File: config.mk
export PLATFORM = sky130hd
export DESIGN_NAME = lfu_page_replacement_top
export DESIGN_NICKNAME = d
export VERILOG_FILES = /design/src/rtl/lfu_pkg.sv /design/src/rtl/lfu_cell.sv /design/src/rtl/lfu_page_replacement_top.sv
export VERILOG_INCLUDE_DIRS = /design/src /design/src/rtl
export SDC_FILE = /design/constraint.sdc
export NUM_CORES = 2
export LEC_CHECK = 0
export BUFFER_PORTS_ARGS = -buffer_cell sky130_fd_sc_hd__buf_2
export CAP_MARGIN = 10
export CORE_MARGIN = 2
export CORE_UTILIZATION = 42
export CTS_CLUSTER_DIAMETER = 120
export DETAILED_ROUTE_END_ITERATION = 12
export GPL_TIMING_DRIVEN = 0
export MAX_ROUTING_LAYER = met4
export SLEW_MARGIN = 20
export SYNTH_ARGS = -nofsm -noshare
export SYNTH_HDL_FRONTEND = slang
export SYNTH_SLANG_ARGS = --single-unit
File: constraint.sdc
create_clock -name clk -period 3.9 [get_ports clk]
set_clock_uncertainty 0.1 [all_clocks]
set_input_delay 0.78 -clock clk [delete_from_list [all_inputs] [get_ports clk]]
set_output_delay 0.78 -clock clk [all_outputs]
set_load 0.02 [all_outputs]
File: src/rtl/lfu_page_replacement_top_defines.svh
// Assertion macros used by the LFU replacement top
`ifndef LFU_PAGE_REPLACEMENT_TOP_DEFINES_SVH
`define LFU_PAGE_REPLACEMENT_TOP_DEFINES_SVH

// Checked on every clock edge outside reset
`define LFU_ASSERT(lbl, prop, msg) \
  lbl: assert property (@(posedge clk) disable iff (!rst_n) prop) else $error(msg);

// Checked on every clock edge, reset included
`define LFU_ASSERT_ALWAYS(lbl, prop, msg) \
  lbl: assert property (@(posedge clk) prop) else $error(msg);

`endif

File: src/rtl/lfu_pkg.sv
package lfu_pkg;

  localparam int NUM_FRAMES = 16;
  localparam int PAGE_BITS  = 16;
  localparam int IDX_W      = (NUM_FRAMES > 1) ? $clog2(NUM_FRAMES) : 1;
  localparam int ACT_W      = $clog2(NUM_FRAMES + 1);
  localparam int CNT_W      = 16;
  localparam int FAULT_W    = 32;
  localparam int CFG_W      = 5;

  // Search token handed from cell to cell
  typedef struct packed {
    logic                 vld;
    logic [PAGE_BITS-1:0] page;
    logic                 found;
    logic [IDX_W-1:0]     match_idx;
    logic                 have_empty;
    logic [IDX_W-1:0]     empty_idx;
    logic [CNT_W-1:0]     min_cnt;
    logic [IDX_W-1:0]     min_idx;
    logic [PAGE_BITS-1:0] min_page;
  } scan_t;

  // Frame update broadcast to all cells
  typedef struct packed {
    logic                 en;
    logic                 load;
    logic [IDX_W-1:0]     idx;
    logic [PAGE_BITS-1:0] page;
  } wr_t;

endpackage

File: src/rtl/lfu_cell.sv
module lfu_cell (
  input  logic                    clk,
  input  logic                    rst_n,
  input  logic [lfu_pkg::IDX_W-1:0] cell_idx,
  input  logic                    active,
  input  lfu_pkg::scan_t          scan_in,
  output lfu_pkg::scan_t          scan_out,
  input  lfu_pkg::wr_t            wr
);
  import lfu_pkg::*;

  logic [PAGE_BITS-1:0] page_r;
  logic                 valid_r;
  logic [CNT_W-1:0]     cnt_r;
  scan_t                scan_r;
  scan_t                scan_nxt;

  // Fold this frame into the passing search token
  always_comb begin
    scan_nxt = scan_in;
    if (active) begin
      if (!scan_in.found && valid_r && (page_r == scan_in.page)) begin
        scan_nxt.found     = 1'b1;
        scan_nxt.match_idx = cell_idx;
      end
      if (!scan_in.have_empty && !valid_r) begin
        scan_nxt.have_empty = 1'b1;
        scan_nxt.empty_idx  = cell_idx;
      end
      // frame 0 always seeds the minimum; later frames need a strictly smaller count
      if ((cell_idx == '0) || (cnt_r < scan_in.min_cnt)) begin
        scan_nxt.min_cnt  = cnt_r;
        scan_nxt.min_idx  = cell_idx;
        scan_nxt.min_page = page_r;
      end
    end
  end

  always_ff @(posedge clk) begin
    if (!rst_n) begin
      scan_r <= '0;
    end else begin
      scan_r <= scan_nxt;
    end
  end

  // Frame contents: load on a fault, count up on a hit
  always_ff @(posedge clk) begin
    if (!rst_n) begin
      valid_r <= 1'b0;
      page_r  <= '0;
      cnt_r   <= '0;
    end else if (wr.en && (wr.idx == cell_idx)) begin
      if (wr.load) begin
        page_r  <= wr.page;
        valid_r <= 1'b1;
        cnt_r   <= CNT_W'(1);
      end else if (cnt_r != '1) begin
        cnt_r <= cnt_r + CNT_W'(1);
      end
    end
  end

  assign scan_out = scan_r;

endmodule

File: src/rtl/lfu_page_replacement_top.sv
// Channel   Direction  Handshake            Payload
// input     in         start / busy         in_page_number
// result    out        out_valid (strobe)   out_hit, out_frame_index, out_evicted_valid,
//                                           out_evicted_page, out_fault_total
// config    in         cfg_we               cfg_wdata (frames_in_use)
//
// A reference walks the row of frame cells one cell per clock; the result strobe follows once
// the token has left the last cell and been registered.
// busy drops in the strobe cycle, so the next reference can be taken as soon as the result
// strobe shows; no new reference is taken while one is in flight.
// Synchronous active-low reset empties all frames, clears the fault total and sets
// frames_in_use to 16. The receiver cannot stall: each result shows for one cycle only.
`include "lfu_page_replacement_top_defines.svh"

module lfu_page_replacement_top (
  input  logic        clk,
  input  logic        rst_n,
  input  logic        start,
  output logic        busy,
  input  logic [15:0] in_page_number,
  output logic        out_valid,
  output logic        out_hit,
  output logic [3:0]  out_frame_index,
  output logic        out_evicted_valid,
  output logic [15:0] out_evicted_page,
  output logic [31:0] out_fault_total,
  input  logic        cfg_we,
  input  logic [4:0]  cfg_wdata
);
  import lfu_pkg::*;

  logic [CFG_W-1:0]          cfg_r;
  logic                      busy_r;
  scan_t                     tok_r;
  scan_t                     tok_nxt;
  scan_t                     chain [0:NUM_FRAMES];
  scan_t                     fin;
  wr_t                       wr;
  logic [ACT_W-1:0]          n_act;
  logic [NUM_FRAMES-1:0]     active;
  logic [NUM_FRAMES:0]       tok_vlds;
  logic [FAULT_W-1:0]        fault_r;
  logic [FAULT_W-1:0]        fault_nxt;
  logic                      accept;
  logic                      hit;
  logic                      evicted;
  logic [IDX_W-1:0]          slot;
  logic [PAGE_BITS+15:0]     page_ext;
  logic [PAGE_BITS+15:0]     ev_ext;
  logic [IDX_W+3:0]          slot_ext;
  logic                      out_valid_r;
  logic                      out_hit_r;
  logic [3:0]                out_frame_index_r;
  logic                      out_evicted_valid_r;
  logic [15:0]               out_evicted_page_r;

  assign accept = start && !busy_r;

  // Configuration register
  always_ff @(posedge clk) begin
    if (!rst_n) begin
      cfg_r <= CFG_W'(16);
    end else if (cfg_we) begin
      cfg_r <= cfg_wdata;
    end
  end

  // Clamp active frame count to 1 .. NUM_FRAMES
  always_comb begin
    if (cfg_r == '0) begin
      n_act = ACT_W'(1);
    end else if (32'(cfg_r) > 32'(NUM_FRAMES)) begin
      n_act = ACT_W'(NUM_FRAMES);
    end else begin
      n_act = ACT_W'(cfg_r);
    end
  end

  // Seed token for a new transaction
  assign page_ext = {16'b0, in_page_number};
  always_comb begin
    tok_nxt            = '0;
    tok_nxt.vld        = accept;
    tok_nxt.page       = page_ext[PAGE_BITS-1:0];
    tok_nxt.min_cnt    = '1;
  end

  always_ff @(posedge clk) begin
    if (!rst_n) begin
      tok_r <= '0;
    end else begin
      tok_r <= tok_nxt;
    end
  end

  assign chain[0] = tok_r;

  // Row of frame cells
  for (genvar i = 0; i < NUM_FRAMES; i++) begin : g_cell
    assign active[i] = (32'(i) < 32'(n_act));
    lfu_cell u_cell (
      .clk      (clk),
      .rst_n    (rst_n),
      .cell_idx (IDX_W'(i)),
      .active   (active[i]),
      .scan_in  (chain[i]),
      .scan_out (chain[i+1]),
      .wr       (wr)
    );
  end

  for (genvar i = 0; i <= NUM_FRAMES; i++) begin : g_vld
    assign tok_vlds[i] = chain[i].vld;
  end

  // Decision once the token leaves the last cell
  assign fin     = chain[NUM_FRAMES];
  assign hit     = fin.found;
  assign evicted = !fin.found && !fin.have_empty;
  always_comb begin
    if (fin.found) begin
      slot = fin.match_idx;
    end else if (fin.have_empty) begin
      slot = fin.empty_idx;
    end else begin
      slot = fin.min_idx;
    end
  end

  assign wr.en   = fin.vld;
  assign wr.load = !fin.found;
  assign wr.idx  = slot;
  assign wr.page = fin.page;

  assign fault_nxt = (fin.vld && !hit && (fault_r != '1)) ? fault_r + FAULT_W'(1) : fault_r;
  assign slot_ext  = {4'b0, slot};
  assign ev_ext    = {16'b0, (evicted ? fin.min_page : PAGE_BITS'(0))};

  // Control, fault total and result registers
  always_ff @(posedge clk) begin
    if (!rst_n) begin
      busy_r      <= 1'b0;
      out_valid_r <= 1'b0;
      fault_r     <= '0;
    end else begin
      if (accept) begin
        busy_r <= 1'b1;
      end else if (fin.vld) begin
        busy_r <= 1'b0;
      end
      out_valid_r <= fin.vld;
      fault_r     <= fault_nxt;
    end
  end

  always_ff @(posedge clk) begin
    if (fin.vld) begin
      out_hit_r           <= hit;
      out_frame_index_r   <= slot_ext[3:0];
      out_evicted_valid_r <= evicted;
      out_evicted_page_r  <= ev_ext[15:0];
    end
  end

  assign busy              = busy_r;
  assign out_valid         = out_valid_r;
  assign out_hit           = out_hit_r;
  assign out_frame_index   = out_frame_index_r;
  assign out_evicted_valid = out_evicted_valid_r;
  assign out_evicted_page  = out_evicted_page_r;
  assign out_fault_total   = fault_r;

  `LFU_ASSERT_ALWAYS(a_one_token, !rst_n || $onehot0(tok_vlds), "more than one search token in flight")
  `LFU_ASSERT(a_start_busy, accept |=> busy_r, "busy not raised after accepted transaction")
  `LFU_ASSERT(a_strobe_busy, out_valid_r |-> $past(busy_r), "result strobe without busy")
  `LFU_ASSERT(a_hit_no_evict, out_valid_r |-> !(out_hit_r && out_evicted_valid_r), "hit with eviction")
  `LFU_ASSERT(a_fault_nonzero, (out_valid_r && !out_hit_r) |-> (fault_r != '0), "fault not counted")

endmodule

==> impl_results.md <==
* Final Cycle Share at 101%
* Final Critical Period at between 3 and 4 ns
* Max-slew violation count at 0
* Initial antenna violation count at 13
* Vias in the first global route at roughly 48000
* Hold Slack at about 0.081 ns
* Static leakage at between 20 and 30 nW
* WL final at between 200000 and 250000 microns
* Internal at ~0.025 W
* GRT Residual Overflow at 0
* Sequential share of power at approximately half
* Failing checks: negative setup slack
* GP Congestion at about 0.99
* Chip height at approximately 390 microns
* Fin cells at ~9200
* Distinct cells, synth at a little under 80
* Die ar. at about 0.15 sq mm
* Worst min path class: in2reg
* Cell area after synthesis at 0.0638 sq mm
* Layout area overhead at 13.5%
* Synthesized area per cell at roughly 9.4 sq um
* DRC viols at 0
* Top-count cell post-synth: dfxtp_1
* Max Fanout on Critical Path at 12
* 1st-pass router iterations at 9
* Mapped Nets at 7055
* DIE WIDTH at ~390 microns
* Sw Share at between 20% and 30%
* Via density at approximately 5.5
* Routed wire per std cell at roughly 24 microns
* CP Data Arrival Time at 4.48 ns
* Top_reg_cell synth: dfxtp_1
* Max-cap violations at 0
* Setup violators final at 10
* Req. time, crit path at about 4.5 ns
* Total CTS buffers at around 160
* Initial Util at a little over two fifths
* CP Capture Type: register
* Synth top area cells: dfxtp_1 (48%), mux2i_1 (6.0%), ha_1 (4.7%)
* Initial detailed-routing violation count at ~5000
* Slew headroom at between 15 and 20%
* Clk pwr share at a little under half
* Largest net degree at the start of global routing at 25
* First-pass GRT wire length at approximately 320000 microns
* CP Class: reg2reg
* Synth top area share at around half
* Final WS setup at -0.0264 ns
* YS warnings at 0
* Startpoint types: register
* Post-synth ARST share at 0%
* Sequential area share after synthesis at about half
* Synth top cells by count: dfxtp_1 (1531), nor2_1 (780), nand2_1 (550)
* Synthesized flop and latch total at approximately 1600
* Worst Hold Path Cells at 2
* Sw Pwr at between 0.007 and 0.008 W
* Clock sinks at 1553
* Area occupied by multi-input gates at about 0.03 sq mm
* Fmax at about 0.25 GHz
* PortBufs at 78
* IO Count at between 80 and 90
* Slew @ Worst Pin at between 1 and 1.5 ns
* Dpl hpwl at around 170000 microns
* # fillers at 14258
* Clock buffer depth at 3
* Fin nets at ~7300
* FF-to-FF path depth at 9
* Antenna-violating nets left at 0
* Layout cells sized above 1 at 6.64%
* Worst-skew pair later-pin latency at ~0.8 ns
* Vias at 50892
* Leading area contributor after synthesis: dfxtp_1
* Seq. cell area at about 0.031 sq mm
* Post-synth EDFFs at 22
* Cell Pwr Density at about 450 mW/mm^2
* CTS Hold Bufs at 0
* Logic pwr share at under 10%
* Worst IR Drop VDD at around 470 uV
* Placed Instances at slightly below 9000
* CTS H-Tree Depth at 4
* RSZ-0062 raised after global routing: false
* Core area at 0.150 sq mm
* Fin util at approximately half
* CTS Root Buffer Type: clkbuf_16
* Syn Inst Count at roughly 6800
* CTS tree: built
* Std cell rows at roughly 140
* Hold Fails Final Rpt at 0
* Total track usage at between 20% and 30%
* Clock-pin slew on the worst setup and hold paths at approximately 0.06 ns
* Status: complete, but fails checks
-- flip-flops by register name, indices dropped and copies added (netlist names), 4 cells and up --
register,count
g_cell.u_cell.page_r,256
g_cell.u_cell.cnt_r,256
out_fault_total,32
out_evicted_page,16
cfg_r,5
chain,17
out_frame_index,4
g_cell.u_cell.valid_r,16
g_cell.u_cell.scan_out,947
-- placed cells by master, fill, tap and decap left out, drive strengths merged, types with 44 or more instances in the layout --
| cell type | synthesis | final |
|---|---|---|
| dfxtp | 1531 | 1531 |
| nor2 | 784 | 784 |
| nand2 | 550 | 550 |
| clkbuf | 312 | 545 |
| mux2i | 385 | 385 |
| and2 | 380 | 380 |
| nand3 | 287 | 287 |
| inv | 271 | 275 |
| xnor2 | 265 | 265 |
| ha | 242 | 242 |
| xor2 | 214 | 214 |
| a21oi | 207 | 207 |
| nand4 | 183 | 183 |
| buf | 73 | 165 |
| a22o | 160 | 160 |
| o21ai | 142 | 142 |
| nor4 | 93 | 93 |
| and3 | 91 | 91 |
| nor3 | 85 | 85 |
| o2111ai | 65 | 65 |
| a21o | 49 | 49 |
| o21a | 44 | 44 |
-- final cells by class --
cell class                      instances  share of cell area (%)
Buffer                                381                    2.19
Multi-Input combinational cell       4577                    41.5
Tap cell                             2016                    3.48
Sequential cell                      1553                    43.3
Clock buffer                          236                    6.49
Timing Repair Buffer                   95                   0.818
Antenna cell                           12                  0.0415
Clock inverter                         43                   0.831
Inverter                              273                    1.42
-- per-layer routing --
metal | vias up | global-route usage [%] | routed length [microns]
met1 | 24596 | 35.8 | 93400
li1 | 23867 | - | -
met3 | 455 | 5.67 | 17100
met5 | - | - | 0
met4 | 0 | 10.9 | 8870
met2 | 1974 | 44.0 | 98500
-- critical path, cell delays in order (launching register included) --
cell      delay, ns
dfxtp_1        0.37
buf_2          0.22
clkbuf_4       0.32
buf_4          0.34
buf_4          0.33
nor3_1         0.51
nand2_1        0.56
nand2_1        0.47
clkbuf_1       0.45
nor2_1         0.10
-- kinds of logic (layout without fill, tap and decap cells) --
| family | count (synthesis) | after routing | synth area share, % |
|---|---|---|---|
| AOI/OAI and AO/OA | 850 | 850 | 9.29 |
| xor gates and xnor gates | 479 | 479 | 6.58 |
| adders and majority gates | 242 | 242 | 4.75 |
| buffers and inverters | 658 | 1028 | 4.01 |
| DFF | 1553 | 1553 | 49.1 |
| muxes | 389 | 389 | 6.15 |
| other | 0 | 12 | 0 |
| and+or+nand+nor | 2617 | 2617 | 20.1 |
-- power by group through the flow --
| stage | logic [W] | registers, W | clock network, W |
|---|---|---|---|
| 2_1_floorplan | 0.000458 | 0.0164 | 0 |
| 3_3_place_gp | 0.000928 | 0.0164 | 0 |
| 3_5_place_dp | 0.000942 | 0.0164 | 0 |
| 4_1_cts | 0.000945 | 0.0160 | 0.0157 |
| 5_1_grt | 0.00100 | 0.0160 | 0.0163 |
| 6_report | 0.000976 | 0.0160 | 0.0155 |
-- per-stage QoR --
step	area [sq um]	setup TNS (ns)	setup WS (ns)	total power [W]
2_1_floorplan	63800	0	1.05	0.0168
3_3_place_gp	66700	-1331.81	-2.36	0.0173
3_5_place_dp	66900	-205.89	-0.833	0.0173
4_1_cts	72300	0	0.00723	0.0326
5_1_grt	72400	0	0.00980	0.0334
6_report	72400	-0.187	-0.0264	0.0325
-- path summary, 6_finish.rpt --
path                                  startpoint                       endpoint  slack, ns
setup reg to reg  g_cell[15].u_cell.scan_out[45]     g_cell[1].u_cell.cnt_r[14]      -0.03
hold / removal                 in_page_number[5]                    chain[1059]       0.08
setup / recovery  g_cell[15].u_cell.scan_out[45]     g_cell[1].u_cell.cnt_r[14]      -0.03
hold reg to reg    g_cell[5].u_cell.scan_out[16]  g_cell[6].u_cell.scan_out[16]       0.31
-- timing repair --
item | 4_1_cts | 5_1_grt
setup endpoints to repair | 185 | 124
resized for setup | 12 | 6
buffers inserted | 3 | 0
pin swaps | 1 | 0
Note: power is estimated with default switching activity, not from simulation.
